===== src/tilted_projection_binner_core_assert.svh =====
// Assertion macros for the tilted projection binner.
// Expects clk_i and rst_ni in the scope of use.
`ifndef TILTED_PROJECTION_BINNER_CORE_ASSERT_SVH
`define TILTED_PROJECTION_BINNER_CORE_ASSERT_SVH

// same-cycle implication
`define TPB_ASSERT_IMPL(lbl, ante, cons, msg) \
  lbl: assert property (@(posedge clk_i) disable iff (!rst_ni) (ante) |-> (cons)) \
    else $error(msg);

// next-cycle implication
`define TPB_ASSERT_NEXT(lbl, ante, cons, msg) \
  lbl: assert property (@(posedge clk_i) disable iff (!rst_ni) (ante) |=> (cons)) \
    else $error(msg);

`endif


===== src/tpb_pkg.sv =====
// Package for the tilted projection binner: field widths, codes, queue entry type.
// No dependencies.
`timescale 1ns / 1ps
package tpb_pkg;

  localparam int unsigned MaxRowsDef  = 1024;
  localparam int unsigned BinWidthDef = 40;
  localparam int unsigned QueueDepth  = 2;

  localparam int unsigned PixW     = 16;
  localparam int unsigned PosW     = 10;
  localparam int unsigned DimW     = 11;
  localparam int unsigned TiltW    = 16;
  localparam int unsigned OutValW  = 40;
  localparam int unsigned CfgIdxW  = 2;
  localparam int unsigned CfgDataW = 16;
  localparam int unsigned DeltaW   = PixW + 1;
  // bin address width covering the largest supported bin count
  localparam int unsigned CmdAddrW = 12;
  // common width for range compares
  localparam int unsigned CmpW     = 16;

  typedef enum logic [CfgIdxW-1:0] {
    CFG_TILT   = 2'd0,
    CFG_DARK   = 2'd1,
    CFG_HEIGHT = 2'd2,
    CFG_WIDTH  = 2'd3
  } tpb_cfg_idx_e;

  typedef enum logic {
    REQ_PIXEL = 1'b0,
    REQ_READ  = 1'b1
  } tpb_req_e;

  typedef enum logic [1:0] {
    ST_CLEAR,
    ST_IDLE,
    ST_UPDATE
  } tpb_state_e;

  typedef struct packed {
    logic                     is_read;
    logic                     hit;
    logic [PosW-1:0]          idx;
    logic [CmdAddrW-1:0]      addr;
    logic signed [DeltaW-1:0] delta;
  } tpb_cmd_t;

  typedef struct packed {
    logic clear_done;
    logic updating;
  } tpb_stat_t;

endpackage


===== src/tpb_fifo.sv =====
// Short command queue between the front and back ends.
// Depends on tpb_pkg.
`timescale 1ns / 1ps
module tpb_fifo #(
  parameter int unsigned DEPTH = tpb_pkg::QueueDepth
) (
  input  logic              clk_i,
  input  logic              rst_ni,
  input  logic              push_i,
  input  tpb_pkg::tpb_cmd_t push_data_i,
  output logic              full_o,
  input  logic              pop_i,
  output tpb_pkg::tpb_cmd_t head_o,
  output logic              empty_o
);
  import tpb_pkg::*;

  localparam int unsigned PtrW = (DEPTH > 1) ? $clog2(DEPTH) : 1;
  localparam int unsigned CntW = $clog2(DEPTH + 1);

  tpb_cmd_t        mem_q [DEPTH];
  logic [PtrW-1:0] wr_q, wr_d, rd_q, rd_d;
  logic [CntW-1:0] cnt_q, cnt_d;

  assign full_o  = (cnt_q == CntW'(DEPTH));
  assign empty_o = (cnt_q == '0);
  assign head_o  = mem_q[rd_q];

  always_comb begin
    wr_d  = wr_q;
    rd_d  = rd_q;
    cnt_d = cnt_q;
    if (push_i) begin
      wr_d = (wr_q == PtrW'(DEPTH - 1)) ? '0 : wr_q + 1'b1;
    end
    if (pop_i) begin
      rd_d = (rd_q == PtrW'(DEPTH - 1)) ? '0 : rd_q + 1'b1;
    end
    if (push_i && !pop_i) begin
      cnt_d = cnt_q + 1'b1;
    end else if (pop_i && !push_i) begin
      cnt_d = cnt_q - 1'b1;
    end
  end

  always_ff @(posedge clk_i or negedge rst_ni) begin
    if (!rst_ni) begin
      wr_q  <= '0;
      rd_q  <= '0;
      cnt_q <= '0;
    end else begin
      wr_q  <= wr_d;
      rd_q  <= rd_d;
      cnt_q <= cnt_d;
    end
  end

  always_ff @(posedge clk_i) begin
    if (push_i) begin
      mem_q[wr_q] <= push_data_i;
    end
  end
endmodule


===== config.mk =====
export PLATFORM = sky130hd
export DESIGN_NAME = tpb_fifo
export DESIGN_NICKNAME = d
export VERILOG_FILES = /design/src/tilted_projection_binner_core_assert.svh /design/src/tpb_pkg.sv /design/src/tpb_fifo.sv
export SDC_FILE = /design/constraint.sdc
export NUM_CORES = 1
export LEC_CHECK = 0
export ABC_AREA = 1
export BUFFER_PORTS_ARGS = -buffer_cell sky130_fd_sc_hd__buf_2
export CORE_ASPECT_RATIO = 1.5
export CORE_MARGIN = 2
export CORE_UTILIZATION = 45
export DETAILED_ROUTE_END_ITERATION = 8
export PLACE_DENSITY = 0.75
export SLEW_MARGIN = 20
export SYNTH_ARGS = -nofsm -noshare
export SYNTH_HDL_FRONTEND = slang
export SYNTH_SLANG_ARGS = --single-unit
export TNS_END_PERCENT = 100

===== constraint.sdc =====
create_clock -name clk_i -period 3.4 [get_ports clk_i]
set_input_delay 0.68 -clock clk_i [delete_from_list [all_inputs] [get_ports clk_i]]
set_output_delay 0.68 -clock clk_i [all_outputs]
set_load 0.05 [all_outputs]

# Yosys cells after proc, flatten, opt, wreduce, memory -nomap -nowiden
# Memories as Yosys holds them, arrays and structs flattened.
# Cells that the tools add are included.
[totals]
latch_bits = 0
n_memories = 1
elab_cells = 21
register_bits = 4
mem_bits_ro = 0
inputBits = 45
output_inout_bits = 43
ram_bits = 82
[op_classes]
n_reduce_logical = 6
shifts = 0
mul = 0
div_mod_pow = 0
muxes = 6
bitwise = 0
add_sub_neg = 4
n_lt_le_gt_ge = 0
n_eq_ne = 1
[memory_table]
columns = ["name", "words", "width", "rd", "rd_ports_with_merged_regs", "write_ports", "line_no", "text"]
rows = [
  ["mem_q", 2, 41, 1, 0, 1, "tpb_fifo.sv:21", "tpb_cmd_t mem_q [DEPTH];"],
]
[ops]
columns = ["op", "n"]
rows = [
  ["$mux W1", 4],
  ["$mux W2", 2],
  ["$add A1 B1 Y1 const B", 2],
  ["$add A2 B1 Y2 const B", 1],
  ["$eq A2 B2 Y1 const B", 1],
  ["$logic_and A1 B1 Y1", 2],
  ["$logic_not A1 Y1", 2],
  ["$logic_not A2 Y1", 1],
  ["$reduce_bool A2 Y1", 1],
  ["$sub A2 B1 Y2 const B", 1],
]

# Longest topological paths before layout
[logic_depth]
ltp_word = 4
ltp_mapped = 7
mapped_depth_nobuf = 7

# Worst setup path after synthesis
# OpenSTA, ideal clock, no wires.
[synth_path]
path_kind = "input port to flip-flop"
start = "input port push_i"
end = "memory mem_q[0][0] in the netlist's numbering (enable)"
path_buffers = 0
arrival_time_ns = 2.445
setup_slack_ns = 0.515
path_stages = 2
cell_sequence = "inv_1 > nor2_1"
[synth_between]
elab_chain_len = 2
[synth_lines]
columns = ["item", "line_no", "text"]
rows = [
  ["from (decl)", "tpb_fifo.sv:9", "input logic push_i,"],
  ["$mux W1", "tpb_fifo.sv:59", "if (push_i) begin"],
  ["$mux W1 (not written as such)", "tpb_fifo.sv:60", "mem_q[wr_q] <= push_data_i;"],
  ["to (decl)", "tpb_fifo.sv:21", ""],
]
# Every way passes these cells.

==> results.txt <==
Initial antenna violation count - 0
Req. time, crit path - 2720 ps
Final ANT Viol Nets - 0
Setup violators final - 0
Avg Synthesized Cell Area - 22.0 um2
Gate power share - 45.8%
Routed via count - 1664
Width of the die - 74.6 um
Clk buf depth - 2
Hold crit path type - in -> async
Skew-Pair Late Insertion Delay - 350 ps
Cts bufs inserted - 9
Port-buffer cells - 87
GPL Wtd Cong - 0.738
Syn Nets - 199
Cells after Synth - 153
Post-cts hold buffer count - 0
Leakage - 0.00167 uW
Worst slew pin tran - 676 ps
R2r worst-path depth - 3
Seq pwr share - 38.6%
Starting Density - 46.6%
Synthesized flop and latch total - 86
Switching part of the total - 41.8%
Die Span Y - 110 um
CTS Sinks - 86
Row count - 38
Startpoint types - register
Final WL - 5520 um
H-tree lvl count - 3
Clk slew on worst S/H paths - 80 ps
Layout Cells excl Fill - 357
First-pass GRT wire length - 8440 um
Via density - 4.66
Outcome - finished clean
Levels on crit path - 3
DIE AREA - 0.00821 mm2
Share of cells above drive strength 1 - 58.4%
Arrival time worst endpoint - 1660 ps
Clock skew - 6.00 ps
Drt first-iter violations - 78
Worst IR Drop VDD - 760 uV
Final min period - 2340 ps
Setup CP Type - reg -> out
Clock power share - 15.6%
Placement-stage worst setup slack - 1230 ps
Slowest library cell on the worst path - buf_4
Slew Limit Fails - 0
Worst path max stage delay - 380 ps
DR WL/cell - 15.5 um
Max Cap Violations - 0
Fill cells - 621
Synth-to-Final Area Change - 20.5%
CTS resizes - 0
Power Dens Cells - 944 mW/mm2
YS warnings - 0
Detail Placement HPWL - 3930 um
CTS root buffer - clkbuf_8
Max FO, Critical Path - 22
RSZ-0062 raised after global routing - no
Total GRT Usage - 14.7%
NetSw - 1600 uW
Ant diodes - 0
Num ports - 88
Nets - 298
TritonCTS clock tree - done
Rel. slew slack - 54.7%
Seq/Total Area, Yosys - 76.1%
CORE AREA - 0.00723 mm2
Cell family with most CP delay - buffers and inverters
Pint - 2230 uW
Setup Fix Bufs, Post-CTS - 0
DR pass1 iterations - 4
Largest net degree at the start of global routing - 23
Fmax - 427 MHz
Buf/Inv on CP - 2
Setup TNS - 0 ps
Synthesized area - 0.00337 mm2
Remaining DRCs - 0
Crit path cell chain - buf_4 -> mux2_4 -> buf_2
Number of global-route vias before repair - 1757
CP Capture Type - primary output
Placed Cells - 341
GRT overflow - 0
Tcrit/Tclk final - 68.8%
Setup ws final - 1060 ps
Library cells used by synthesis - 14
Hold Vio Cnt, Final - 0
[synthesized netlist by cell type]
cell type | instances | share of area, %
xor2_1 | 2 | 0.52
nand4_1 | 1 | 0.19
nand3_1 | 1 | 0.15
nand2_1 | 5 | 0.56
nor2_1 | 3 | 0.33
mux2_4 | 39 | 17
xnor2_1 | 1 | 0.26
edfxtp_1 | 82 | 73
buf_12 | 4 | 2.4
inv_1 | 7 | 0.78
buf_6 | 1 | 0.33
dfrtp_1 | 4 | 3.0
ha_1 | 1 | 0.37
mux2_2 | 2 | 0.67
[worst paths after layout]
kind / startpoint / endpoint / slack (ps)
min reg2reg: cnt_q[1] / cnt_q[1] / 530
max reg2reg: wr_q / mem_q[1][26] / 1630
max in group asynchronous: rst_ni / rd_q / 3150
min in group clk_i: push_data_i[29] / mem_q[0][29] / 510
max: rd_q / head_o[30] / 1060
min: rst_ni / rd_q / 120
[placed cells by master (no fill, tap or decap), types with 3 or more instances in the layout]
cell type / n
clkbuf_8: 9
buf_2: 87
mux2_4: 39
buf_4: 6
edfxtp_1: 82
inv_1: 6
nand2_1: 5
dfrtp_1: 3
[state kept, by name, summed over array words and instances, names as in the netlist]
signal,flops
mem_q,82
cnt_q,2
rd_q,1
wr_q,1
[kinds of logic after synthesis]
family / share of synthesized area (%)
buffers and inverters: 3.49
DFF: 76.1
xor gates and xnor gates: 0.780
adders and majority gates: 0.371
and+or+nand+nor: 1.23
muxes: 18.1
[stage by stage]
step           area [um2]  total power, uW  hold WS, ps  utilization (%)
2_1_floorplan        3370             3030          384                -
3_3_place_gp         3890             3250          483             53.8
3_5_place_dp         3890             3280          491             53.8
4_1_cts              4060             3880         99.4             56.1
5_1_grt              4060             4020         93.6             56.1
6_report             4060             3830          120             56.1
[worst reg2reg max path: stages (launching register included)]
cell and delay, ps:
dfrtp_1 440, nand2_1 100, clkinv_1 540, buf_4 440
[per-layer routing]
| layer | wire length [um] | vias to the layer above | GRT usage (%) |
|---|---|---|---|
| li1 | - | 779 | - |
| met1 | 1930 | 819 | 14.7 |
| met2 | 3100 | 60 | 25.2 |
| met3 | 414 | 6 | 7.15 |
| met4 | 69 | 0 | 6.76 |
| met5 | 0 | - | 0 |
[layout make-up]
cell class / instances / area, um2 / area share [%]
Sequential cell: 86 / 2560 / 63.2
Multi-Input combinational cell: 55 / 696 / 17.1
Timing Repair Buffer: 93 / 480 / 11.8
Clock buffer: 10 / 128 / 3.15
Tap cell: 100 / 125 / 3.08
Clock inverter: 6 / 38.8 / 0.956
Inverter: 7 / 26.3 / 0.648
[power groups by stage]
stage	clock, uW	sequential, uW	combinational, uW
6_report	597	1480	1760
5_1_grt	680	1500	1840
4_1_cts	622	1480	1780
2_1_floorplan	0	1490	1540
3_5_place_dp	0	1510	1770
3_3_place_gp	0	1490	1760
Note: power is estimated with default switching activity, not from simulation.
