### config.mk
export PLATFORM = sky130hd
export DESIGN_NAME = tpb_back_flat
export DESIGN_NICKNAME = d
export VERILOG_FILES = /design/src/tilted_projection_binner_core_assert.svh /design/src/tpb_pkg.sv /design/src/tpb_if.sv /design/src/tpb_back.sv /design/src/flat_wrapper.sv
export SDC_FILE = /design/constraint.sdc
export NUM_CORES = 1
export LEC_CHECK = 0
export ABC_AREA = 0
export BUFFER_PORTS_ARGS = -buffer_cell sky130_fd_sc_hd__clkbuf_2
export CAP_MARGIN = 20
export CORE_MARGIN = 3
export CORE_UTILIZATION = 50
export DETAILED_ROUTE_END_ITERATION = 10
export GPL_TIMING_DRIVEN = 0
export PLACE_DENSITY = 0.77
export SLEW_MARGIN = 20
export SYNTH_ARGS = -nofsm -noshare
export SYNTH_HDL_FRONTEND = slang
export SYNTH_SLANG_ARGS = --single-unit
### constraint.sdc
create_clock -name clk_i -period 5.5 [get_ports clk_i]
set_input_delay 1.1 -clock clk_i [delete_from_list [all_inputs] [get_ports clk_i]]
set_output_delay 1.1 -clock clk_i [all_outputs]
set_load 0.005 [all_outputs]
### src/tilted_projection_binner_core_assert.svh
// Assertion macros for the tilted projection binner.
// Expects clk_i and rst_ni in the scope of use.
`ifndef TILTED_PROJECTION_BINNER_CORE_ASSERT_SVH
`define TILTED_PROJECTION_BINNER_CORE_ASSERT_SVH

// same-cycle implication
`define TPB_ASSERT_IMPL(lbl, ante, cons, msg) \
  lbl: assert property (@(posedge clk_i) disable iff (!rst_ni) (ante) |-> (cons)) \
    else $error(msg);

// next-cycle implication
`define TPB_ASSERT_NEXT(lbl, ante, cons, msg) \
  lbl: assert property (@(posedge clk_i) disable iff (!rst_ni) (ante) |=> (cons)) \
    else $error(msg);

`endif

### src/tpb_pkg.sv
// Package for the tilted projection binner: field widths, codes, queue entry type.
// No dependencies.
`timescale 1ns / 1ps
package tpb_pkg;

  localparam int unsigned MaxRowsDef  = 1024;
  localparam int unsigned BinWidthDef = 40;
  localparam int unsigned QueueDepth  = 2;

  localparam int unsigned PixW     = 16;
  localparam int unsigned PosW     = 10;
  localparam int unsigned DimW     = 11;
  localparam int unsigned TiltW    = 16;
  localparam int unsigned OutValW  = 40;
  localparam int unsigned CfgIdxW  = 2;
  localparam int unsigned CfgDataW = 16;
  localparam int unsigned DeltaW   = PixW + 1;
  // bin address width covering the largest supported bin count
  localparam int unsigned CmdAddrW = 12;
  // common width for range compares
  localparam int unsigned CmpW     = 16;

  typedef enum logic [CfgIdxW-1:0] {
    CFG_TILT   = 2'd0,
    CFG_DARK   = 2'd1,
    CFG_HEIGHT = 2'd2,
    CFG_WIDTH  = 2'd3
  } tpb_cfg_idx_e;

  typedef enum logic {
    REQ_PIXEL = 1'b0,
    REQ_READ  = 1'b1
  } tpb_req_e;

  typedef enum logic [1:0] {
    ST_CLEAR,
    ST_IDLE,
    ST_UPDATE
  } tpb_state_e;

  typedef struct packed {
    logic                     is_read;
    logic                     hit;
    logic [PosW-1:0]          idx;
    logic [CmdAddrW-1:0]      addr;
    logic signed [DeltaW-1:0] delta;
  } tpb_cmd_t;

  typedef struct packed {
    logic clear_done;
    logic updating;
  } tpb_stat_t;

endpackage

### src/tpb_if.sv


interface tpb_res_if;
  import tpb_pkg::*;
  logic                      valid;
  logic                      ready;
  logic [PosW-1:0]           bin_index;
  logic signed [OutValW-1:0] bin_value;
  logic                      in_range;
  modport source (output valid, bin_index, bin_value, in_range, input ready);
  modport sink (input valid, bin_index, bin_value, in_range, output ready);
endinterface


### src/tpb_back.sv
// Back end: bin store clearing pass, read-modify-write with saturation, result register.
// Depends on tpb_pkg and tpb_if.
`timescale 1ns / 1ps
module tpb_back #(
  parameter int unsigned MAX_ROWS  = tpb_pkg::MaxRowsDef,
  parameter int unsigned BIN_WIDTH = tpb_pkg::BinWidthDef
) (
  input  logic                        clk_i,
  input  logic                        rst_ni,
  input  logic                        q_empty_i,
  input  tpb_pkg::tpb_cmd_t           head_i,
  output logic                        pop_o,
  output tpb_pkg::tpb_stat_t          stat_o,
  output logic                        ram_we_o,
  output logic [$clog2(MAX_ROWS)-1:0] ram_waddr_o,
  output logic [BIN_WIDTH-1:0]        ram_wdata_o,
  output logic                        ram_re_o,
  output logic [$clog2(MAX_ROWS)-1:0] ram_raddr_o,
  input  logic [BIN_WIDTH-1:0]        ram_rdata_i,
  tpb_res_if.source                   res_o
);
  import tpb_pkg::*;

  localparam int unsigned AddrW = $clog2(MAX_ROWS);

  tpb_state_e                 st_q, st_d;
  logic [AddrW-1:0]           clr_q, clr_d;
  tpb_cmd_t                   cur_q, cur_d;
  logic                       rvalid_q, rvalid_d;
  logic [PosW-1:0]            ridx_q, ridx_d;
  logic [OutValW-1:0]         rval_q, rval_d;
  logic                       rrng_q, rrng_d;

  logic                       out_free;
  logic signed [BIN_WIDTH:0]  sum;
  logic [BIN_WIDTH-1:0]       sat;
  logic [BIN_WIDTH-1:0]       new_v;
  logic [64:0]                ext_v;

  assign out_free = !rvalid_q || res_o.ready;

  always_comb begin
    sum = $signed({ram_rdata_i[BIN_WIDTH-1], ram_rdata_i}) +
          $signed({{(BIN_WIDTH + 1 - DeltaW){cur_q.delta[DeltaW-1]}}, cur_q.delta});
    if (sum[BIN_WIDTH] != sum[BIN_WIDTH-1]) begin
      sat = sum[BIN_WIDTH] ? {1'b1, {(BIN_WIDTH-1){1'b0}}} : {1'b0, {(BIN_WIDTH-1){1'b1}}};
    end else begin
      sat = sum[BIN_WIDTH-1:0];
    end
    new_v = cur_q.is_read ? ram_rdata_i : sat;
    ext_v = {{(65 - BIN_WIDTH){new_v[BIN_WIDTH-1]}}, new_v};
  end

  always_comb begin
    st_d        = st_q;
    clr_d       = clr_q;
    cur_d       = cur_q;
    rvalid_d    = rvalid_q;
    ridx_d      = ridx_q;
    rval_d      = rval_q;
    rrng_d      = rrng_q;
    pop_o       = 1'b0;
    ram_we_o    = 1'b0;
    ram_waddr_o = cur_q.addr[AddrW-1:0];
    ram_wdata_o = '0;
    ram_re_o    = 1'b0;
    ram_raddr_o = head_i.addr[AddrW-1:0];

    if (rvalid_q && res_o.ready) begin
      rvalid_d = 1'b0;
    end

    case (st_q)
      ST_CLEAR: begin
        ram_we_o    = 1'b1;
        ram_waddr_o = clr_q;
        clr_d       = clr_q + 1'b1;
        if (clr_q == AddrW'(MAX_ROWS - 1)) begin
          st_d = ST_IDLE;
        end
      end
      ST_IDLE: begin
        if (!q_empty_i && out_free) begin
          pop_o = 1'b1;
          if (head_i.hit) begin
            ram_re_o = 1'b1;
            cur_d    = head_i;
            st_d     = ST_UPDATE;
          end else begin
            rvalid_d = 1'b1;
            ridx_d   = head_i.idx;
            rval_d   = '0;
            rrng_d   = 1'b0;
          end
        end
      end
      ST_UPDATE: begin
        ram_we_o    = 1'b1;
        ram_wdata_o = cur_q.is_read ? '0 : sat;
        rvalid_d    = 1'b1;
        ridx_d      = cur_q.idx;
        rval_d      = ext_v[OutValW-1:0];
        rrng_d      = 1'b1;
        st_d        = ST_IDLE;
      end
      default: begin
        st_d = ST_IDLE;
      end
    endcase
  end

  always_ff @(posedge clk_i or negedge rst_ni) begin
    if (!rst_ni) begin
      st_q     <= ST_CLEAR;
      clr_q    <= '0;
      rvalid_q <= 1'b0;
    end else begin
      st_q     <= st_d;
      clr_q    <= clr_d;
      rvalid_q <= rvalid_d;
    end
  end

  always_ff @(posedge clk_i) begin
    cur_q  <= cur_d;
    ridx_q <= ridx_d;
    rval_q <= rval_d;
    rrng_q <= rrng_d;
  end

  assign stat_o.clear_done = (st_q != ST_CLEAR);
  assign stat_o.updating   = (st_q == ST_UPDATE);

  assign res_o.valid     = rvalid_q;
  assign res_o.bin_index = ridx_q;
  assign res_o.bin_value = rval_q;
  assign res_o.in_range  = rrng_q;
endmodule

### src/flat_wrapper.sv
// flat-port wrapper written by rule: the top's interface ports become plain ports
module tpb_back_flat import tpb_pkg::*;
#(
  parameter int unsigned MAX_ROWS  = tpb_pkg::MaxRowsDef,
  parameter int unsigned BIN_WIDTH = tpb_pkg::BinWidthDef
)
  (clk_i, rst_ni, q_empty_i, head_i, pop_o, stat_o, ram_we_o, ram_waddr_o, ram_wdata_o, ram_re_o, ram_raddr_o, ram_rdata_i, res_o_valid, res_o_bin_index, res_o_bin_value, res_o_in_range, res_o_ready);
  tpb_res_if res_o_i ();
  input  logic clk_i;
  input  logic rst_ni;
  input  logic q_empty_i;
  input  tpb_pkg::tpb_cmd_t head_i;
  output logic pop_o;
  output tpb_pkg::tpb_stat_t stat_o;
  output logic ram_we_o;
  output logic [$clog2(MAX_ROWS)-1:0] ram_waddr_o;
  output logic [BIN_WIDTH-1:0] ram_wdata_o;
  output logic ram_re_o;
  output logic [$clog2(MAX_ROWS)-1:0] ram_raddr_o;
  input  logic [BIN_WIDTH-1:0] ram_rdata_i;
  output wire logic [$bits(res_o_i.valid)-1:0] res_o_valid;
  output wire logic [$bits(res_o_i.bin_index)-1:0] res_o_bin_index;
  output wire logic [$bits(res_o_i.bin_value)-1:0] res_o_bin_value;
  output wire logic [$bits(res_o_i.in_range)-1:0] res_o_in_range;
  input wire logic [$bits(res_o_i.ready)-1:0] res_o_ready;
  assign res_o_valid = res_o_i.valid;
  assign res_o_bin_index = res_o_i.bin_index;
  assign res_o_bin_value = res_o_i.bin_value;
  assign res_o_in_range = res_o_i.in_range;
  assign res_o_i.ready = res_o_ready;
  tpb_back #(.MAX_ROWS(MAX_ROWS), .BIN_WIDTH(BIN_WIDTH)) u_core (.clk_i(clk_i), .rst_ni(rst_ni), .q_empty_i(q_empty_i), .head_i(head_i), .pop_o(pop_o), .stat_o(stat_o), .ram_we_o(ram_we_o), .ram_waddr_o(ram_waddr_o), .ram_wdata_o(ram_wdata_o), .ram_re_o(ram_re_o), .ram_raddr_o(ram_raddr_o), .ram_rdata_i(ram_rdata_i), .res_o(res_o_i));
endmodule
# == Yosys cells after proc, flatten, opt, wreduce, memory -nomap -nowiden ==
# Index checks and enable logic that the tools add are counted.
# totals
output_inout_bits,117
word_cells,61
reg_bits,102
# classes
eq_ne,8
n_addsub,2
n_reduce_logical,12
muxes,29
# op_table
cell,count
$mux 40,7
$pmux 40 s2,1
$add 40x17->41,1
$mux 10,3
$pmux 10 s2,1
$mux 1,11
$add 10x1->10 const B,1
$eq 10x10->1 const B,1
$reduce_and 3->1,3
$mux 2,3
$ne 2x1->1 const B,2
$ne 2x2->1 const B,2
$pmux 1 s2,2
$pmux 2 s2,1
$reduce_bool 2->1,2
$eq 2x1->1 const B,1
$eq 2x2->1 const B,1
$logic_and 1x1->1,2
$logic_not 1->1,2
$logic_not 2->1,1
$reduce_or 2->1,1
$logic_or 1x1->1,1
$ne 1x1->1,1

# == Depth between registers and ports, before layout ==
# Gate-level depths: netlist of run 1.
# logic_depth
ltp_word,5
mapped_depth,12
ltp_nobuf,10

# == Least setup slack after synthesis of run 1 ==
# Ideal clock, no wire load.
# synth_timing
path_kind,input port to output port
from,input ram_rdata_i[10]
to,output ram_wdata_o[33]
stages,11
slack_ns,1.031
required_ns,4.400
t_arrival_ns,3.369
cell_sequence,ha_1 > a21oi_1 > o21ai_1 > a221oi_2 > a2111oi_4 > o2111a_2 > nor4b_2 > o21ai_2 > buf_6 > buf_6 > o31ai_1
# synth_between
elab_chain_len,5
# synth_lines
item,line,text
"start, declared",flat_wrapper.sv:20,input logic [BIN_WIDTH-1:0] ram_rdata_i;
$add 40x17->41 *,tpb_back.sv:43,"sum = $signed({ram_rdata_i[BIN_WIDTH-1], ram_rdata_i}) +"
$mux 40 / $ne 1x1->1 (equally long branches),"tpb_back.sv:46, tpb_back.sv:45",
$mux 40 *,tpb_back.sv:45,if (sum[BIN_WIDTH] != sum[BIN_WIDTH-1]) begin
$mux 40 *,tpb_back.sv:99,ram_wdata_o = cur_q.is_read ? '0 : sat;
$mux 40 *,tpb_back.sv:73,case (st_q)
"end, declared",flat_wrapper.sv:17,output logic [BIN_WIDTH-1:0] ram_wdata_o;
# Mark *: on every way between the ends. The rest lies on a longest branch, timed or not.

# == Worst setup path in the final report of run 1 ==
# layout_timing
from,input ram_rdata_i[0]
to,output ram_wdata_o[36]
# Same word-level chain as after synthesis.

==> metrics.md, run 1 <==
| Metric | Value |
|---|---|
| Outcome | `finished, final reports clean` |
| Net Count, Synth | `824` |
| Io pins | `202` |
| CTS tree | `yes` |
| GR Util All Layers | `0.244` |
| Placer congestion estimate | `0.945` |
| Rows | `42` |
| Total power | `0.00292 W` |
| Setup crit end kind | `output port` |
| Fmax | `188 MHz` |
| Most common cell after layout, fill and taps aside | `clkbuf_2` |
| Die width | `125 microns` |
| Reg clk slew, reported paths | `0.07 ns` |
| Tmin final | `5.31 ns` |
| Final setup fails | `0` |
| Non-Filler Instances | `1089` |
| Initial antenna violation count | `0` |
| Most area-hungry cell type in the Yosys netlist | `edfxtp_1` |
| Synthesis Warnings | `0` |
| CP Data Arrival Time | `4.21 ns` |
| Sequential area share after synthesis | `0.425` |
| Largest net degree at the start of global routing | `27` |
| # nets final | `1038` |
| CP startpoint kind | `input port` |
| Flops & latches, synth | `102` |
| DRC | `0` |
| DRT iter0 DRCs | `434` |
| Total core area | `13500 sq um` |
| Yosys top cell area share | `0.379` |
| Num CTS Buffers | `9` |
| Mapped Avg Cell Area | `10.2 sq um` |
| Gr ovfl total | `0` |
| Die ar. | `15600 sq um` |
| RSZ-0062 raised after global routing | `false` |
| Synth Flop Type | `edfxtp_1` |
| Required @ worst endpoint | `4.40 ns` |
| Vias in the first global route | `6061` |
| Slew Viols, Final | `0` |
| Peak supply drop | `0.000287 V` |
| H-tree depth | `3` |
| WL final | `19700 microns` |
| EDFF count, synth | `89` |
| CTS Sinks | `102` |
| Mean number of vias per cell | `5.75` |
| Most frequent cells in the layout | `clkbuf_2 (201), edfxtp_1 (89), nand2_1 (74)` |
| Final hold vios | `0` |
| Area Growth Syn to Fin | `23.6%` |
| Max Cap Viol | `0` |
| Total negative setup slack | `0 ns` |
| Synth area leaders | `edfxtp_1 (38%), ha_1 (7.8%), dfrtp_1 (4.6%), a21oi_1 (4.3%), nand2_1 (3.9%)` |
| Setup CP Type | `input port to output port` |
| Root Driver | `clkbuf_16` |
| First-pass GRT wire length | `30700 microns` |
| Skew-Pair Late Insertion Delay | `0.36 ns` |
| Drt pass-1 iters | `5` |
| ANT cells | `0` |
| Power per Cell Area | `334 nW/um^2` |
| Layout cells sized above 1 | `0.340` |
| Clock skew | `0.00742 ns` |
| Worst rel slew slack | `0.514` |
| IO buf count | `199` |
| Slew @ Worst Pin | `0.728 ns` |
| Detail Route Antenna Nets | `0` |
| Vias post-DR | `6257` |
| Max Root-Sink Buffers | `2` |
| Leakage | `3.85 nW` |
| Mapped cell area | `7050 sq um` |
| HP Class | `flop to flop` |
| Routed len/inst | `18.1 microns` |
| DP HPWL | `15400 microns` |
| Crit Path Max Fanout | `4` |
| Initial Utilization | `0.522` |
| Yosys cell types | `65` |
| Worst hold slack | `0.505 ns` |
| Post-synth ARST share | `0.127` |
| Cells after DPL | `1072` |
| Die Height | `125 microns` |
| Tcrit/Tclk final | `0.966` |
| Mapped Cells | `694` |
-- path summary, 6_finish.rpt --
check                                            end        startpoint  slack [ns]  depth (start not counted)
setup / recovery                     ram_wdata_o[36]    ram_rdata_i[0]        0.19                         12
hold reg to reg                      u_core.clr_q[9]   u_core.clr_q[9]        0.51                          1
max in group asynchronous            u_core.clr_q[6]            rst_ni        4.62                          1
min in group asynchronous         u_core.res_o.valid            rst_ni        0.62                          1
setup reg to reg           u_core.res_o.bin_value[4]  u_core.cur_q[16]        1.72                         11
hold / removal                       u_core.clr_q[9]   u_core.clr_q[9]        0.51                          1
-- metrics by stage --
stage / util / instance area [sq um] / setup WS (ns)
final: 0.646 / 8720 / 0.185
after global routing: 0.646 / 8720 / 0.0462
after CTS: 0.644 / 8690 / 0.0313
after detailed placement: 0.619 / 8360 / 0.0506
after global placement: 0.612 / 8270 / -0.414
after floorplan: - / 7050 / 1.03
-- power by group --
part | total, W | switching [W] | internal (W)
combinational | 0.00111 | 0.000651 | 0.000458
clock | 0.000729 | 0.000317 | 0.000411
sequential | 0.00108 | 0.0000617 | 0.00102
-- cells by family after synthesis --
family,share of synthesized area
xor+xnor,0.0534
mux,0.0319
fa+ha+maj,0.0809
buf+inv,0.0499
compound gates,0.235
flops,0.425
simple gates,0.124
-- cell type report --
| cell class | instances | area, sq um |
|---|---|---|
| Fill cell | 1190 | 4790 |
| Multi-Input combinational cell | 526 | 3730 |
| Sequential cell | 102 | 3000 |
| Timing Repair Buffer | 203 | 1080 |
| Buffer | 49 | 290 |
| Clock buffer | 9 | 225 |
| Tap cell | 176 | 220 |
| Clock inverter | 7 | 111 |
| Inverter | 17 | 63.8 |
-- sequential cells by signal (all words and copies together) (netlist names) --
signal,count
u_core.clr_q,10
u_core.cur_q,38
u_core.res_o.bin_index,10
u_core.res_o.bin_value,40
u_core.res_o.in_range,1
u_core.res_o.valid,1
u_core.st_q,2
-- worst max-delay path, stage by stage --
cell	delay (ns)
clkbuf_2	0.09
ha_1	0.23
fa_1	0.43
a211oi_1	0.33
o211ai_1	0.21
a21oi_1	0.36
o21ai_0	0.30
a21boi_0	0.49
o21ai_0	0.19
xnor2_1	0.25
o21ai_1	0.10
clkbuf_2	0.12
-- synth_stat cells, types with 5 or more instances --
cell      number
o21ai_1       26
o211ai_1      22
xor2_1        16
edfxtp_1      89
a221o_1        7
buf_6          6
nor2b_1        6
a211oi_1       8
o21bai_1       6
buf_2         14
nand2_1       74
nand4_1       14
xnor2_1       27
and3_1         5
and2_1         6
nor3_1        11
nor2_1        37
buf_4         11
inv_1         17
dfrtp_1       13
clkbuf_1      18
mux2_2        20
o21ai_0       26
a21o_1        20
o211ai_2      18
ha_1          44
nand3_1       18
a21oi_1       61
-- per-layer routing --
layer,GRT usage,routed length (microns),share of wire
met5,0,0,0
met4,0.0877,433,0.022
met3,0.0545,1530,0.078
met2,0.414,9600,0.49
met1,0.306,8170,0.41
-- repair_timing --
action,4_1_cts,5_1_grt
setup buffers,0,1
resized for setup,0,6
hold buffers,0,0
endpoints found under the setup margin,0,27
Power figures use the tool's default switching activity.
==> inputs of run 2 (changes only) <==
--- a/config.mk
+++ b/config.mk
@@ -13,6 +13,7 @@
 export DETAILED_ROUTE_END_ITERATION = 10
 export GPL_TIMING_DRIVEN = 0
 export PLACE_DENSITY = 0.77
+export SETUP_SLACK_MARGIN = 0.5
 export SLEW_MARGIN = 20
 export SYNTH_ARGS = -nofsm -noshare
 export SYNTH_HDL_FRONTEND = slang
==> metrics.md, run 2 (same netlist as run 1, synthesis figures left out) <==
| Metric | Value |
|---|---|
| GR Util All Layers | `0.247 (+0.00276)` |
| Required @ worst endpoint | `4.40 ns (about the same)` |
| Max Cap Viol | `0 (unchanged)` |
| WL final | `20200 microns (+2.6%)` |
| Die width | `125 microns (unchanged)` |
| IO buf count | `199 (unchanged)` |
| Most frequent cells in the layout | `clkbuf_2 (199), edfxtp_1 (89), nand2_1 (73)` |
| R2R cell count | `14 (+3)` |
| RSZ-0062 raised after global routing | `false` |
| H-tree depth | `3 (unchanged)` |
| Largest register FFs | `40 (unchanged)` |
| Initial antenna violation count | `0 (unchanged)` |
| Tmin final | `4.96 ns (-0.354 ns)` |
| Routed len/inst | `18.3 microns (+1.1%)` |
| Fmax | `202 MHz (+7.1%)` |
| Cells after DPL | `1072 (unchanged)` |
| Max Root-Sink Buffers | `2 (unchanged)` |
| # nets final | `1054 (+1.5%)` |
| Power per Cell Area | `329 nW/um^2 (-1.6%)` |
| Post-route core utilization | `0.671 (+0.0252)` |
| CP startpoint kind | `input port` |
| Crit Path Max Fanout | `6 (+2)` |
| Die Height | `125 microns (unchanged)` |
| Most common cell after layout, fill and taps aside | `clkbuf_2` |
| Setup CP Type | `input port to output port` |
| Num CTS Buffers | `9 (unchanged)` |
| Reg2Reg Setup Slack | `1.99 ns (+0.27 ns)` |
| CP Data Arrival Time | `3.86 ns (-0.35 ns)` |
| Mean number of vias per cell | `5.76 (+0.24%)` |
| Gr ovfl total | `0 (unchanged)` |
| Slew Viols, Final | `0 (unchanged)` |
| Total power | `0.00298 W (+2.3%)` |
| Leakage | `3.96 nW (+2.9%)` |
| DRT iter0 DRCs | `461 (+6.2%)` |
| DP HPWL | `15400 microns (unchanged)` |
| Skew-Pair Late Insertion Delay | `0.36 ns (about the same)` |
| Reg2reg end | `u_core.res_o.bin_value[27]` |
| Worst hold slack | `0.505 ns (-0.0000340 ns)` |
| Slew @ Worst Pin | `0.727 ns (-0.00120 ns)` |
| Layout cells sized above 1 | `0.385 (+0.0458)` |
| Vias post-DR | `6364 (+1.7%)` |
| Final setup fails | `0 (unchanged)` |
| Setup crit end kind | `output port` |
| Tcrit/Tclk final | `0.902 (-0.0644)` |
| Drt pass-1 iters | `4 (-1)` |
| CTS tree | `yes` |
| Non-Filler Instances | `1105 (+1.5%)` |
| Area Growth Syn to Fin | `28.5%` |
| First-pass GRT wire length | `31000 microns (+1.1%)` |
| Initial Utilization | `0.522 (unchanged)` |
| Fillers | `1152 (-3.2%)` |
| DRC | `0 (unchanged)` |
| Total core area | `13500 sq um (unchanged)` |
| RR Startpoint | `u_core.cur_q[16]` |
| Rows | `42 (unchanged)` |
| Placer congestion estimate | `0.945 (unchanged)` |
| Largest net degree at the start of global routing | `27 (unchanged)` |
| Root Driver | `clkbuf_16` |
| ANT cells | `0 (unchanged)` |
| Vias in the first global route | `6099 (+0.63%)` |
| CTS Sinks | `102 (unchanged)` |
| Detail Route Antenna Nets | `0 (unchanged)` |
| Die ar. | `15600 sq um (unchanged)` |
| Hold path depth | `1 (unchanged)` |
| Peak supply drop | `0.000289 V (+0.90%)` |
| Outcome | `finished, final reports clean` |
| HP Class | `flop to flop` |
| Final hold vios | `0 (unchanged)` |
| Io pins | `202 (unchanged)` |
| Worst rel slew slack | `0.515 (+0.000799)` |
| Worst Hold Path EP | `u_core.clr_q[9]` |
| Clock skew | `0.00858 ns (+0.00115 ns)` |
| HP Start | `u_core.clr_q[9]` |
| Reg clk slew, reported paths | `0.07 ns (about the same)` |
## run 2: cell count changes in the layout (fill, tap and decap cells not counted), sizes merged
cell | previous run | this run
clkbuf | 226 | 224
buf | 35 | 53
## run 2: worst max-delay path by stage
| stage | from | to | slack (ns) | cells after the start |
|---|---|---|---|---|
| floorplan | ram_rdata_i[10] | ram_wdata_o[33] | 1.03 | 11 |
| global placement | res_o_ready | u_core.res_o.bin_value[26] | -0.41 | 5 |
| detailed placement | ram_rdata_i[0] | ram_wdata_o[23] | 0.05 | 13 |
| CTS | ram_rdata_i[0] | ram_wdata_o[33] | 0.52 | 14 |
| global route | ram_rdata_i[8] | ram_wdata_o[6] | 0.44 | 14 |
| finish | ram_rdata_i[8] | ram_wdata_o[6] | 0.54 | 14 |
## run 2: critical path, cell delays in order
cell	delay (ns)
clkbuf_2	0.11
ha_1	0.36
a21oi_2	0.17
o21ai_1	0.14
a221oi_4	0.34
a2111oi_4	0.12
buf_4	0.18
o2111a_2	0.30
nor4b_4	0.35
o21ai_2	0.15
buf_6	0.16
buf_4	0.16
o21ai_1	0.08
buf_2	0.13
## run 2: layout make-up
type	instances	area (sq um)	share of cell area
Buffer	49	318	0.0351
Clock buffer	9	225	0.0249
Clock inverter	7	111	0.0123
Inverter	17	63.8	0.00704
Multi-Input combinational cell	526	3910	0.432
Sequential cell	102	3000	0.331
Tap cell	176	220	0.0243
Timing Repair Buffer	219	1210	0.134
## run 2: metal layers
metal  share of wire  global-route usage  vias to the layer above
met5               0                   0                        -
met4           0.026              0.0903                        0
met3           0.081              0.0545                       38
met2            0.49               0.420                      283
met1            0.41               0.308                     2962
li1                -                   -                     3081
## run 2: timing repair
action                                  in CTS  in global routing
endpoints found under the setup margin      37                 39
setup buffers                                2                 15
pin swaps                                    1                 18
gates resized for setup                     12                 51
endpoints found under the hold margin        0                  0
hold buffers                                 0                  0
## run 2: power breakdown
part | switching (W) | leakage [nW] | internal (W)
Combinational | 0.000679 | 2.79 | 0.000494
Clock | 0.000321 | 0.166 | 0.000411
Sequential | 0.0000599 | 0.998 | 0.00102
Total | 0.00106 | 3.96 | 0.00192
## run 2: through the flow
stage          TNS [ns]  area [sq um]  setup WS (ns)
4_1_cts               0          8760          0.522
3_3_place_gp     -20.89          8270         -0.414
6_report              0          9060          0.540
3_5_place_dp          0          8360         0.0506
5_1_grt               0          9060          0.441
2_1_floorplan         0          7050           1.03
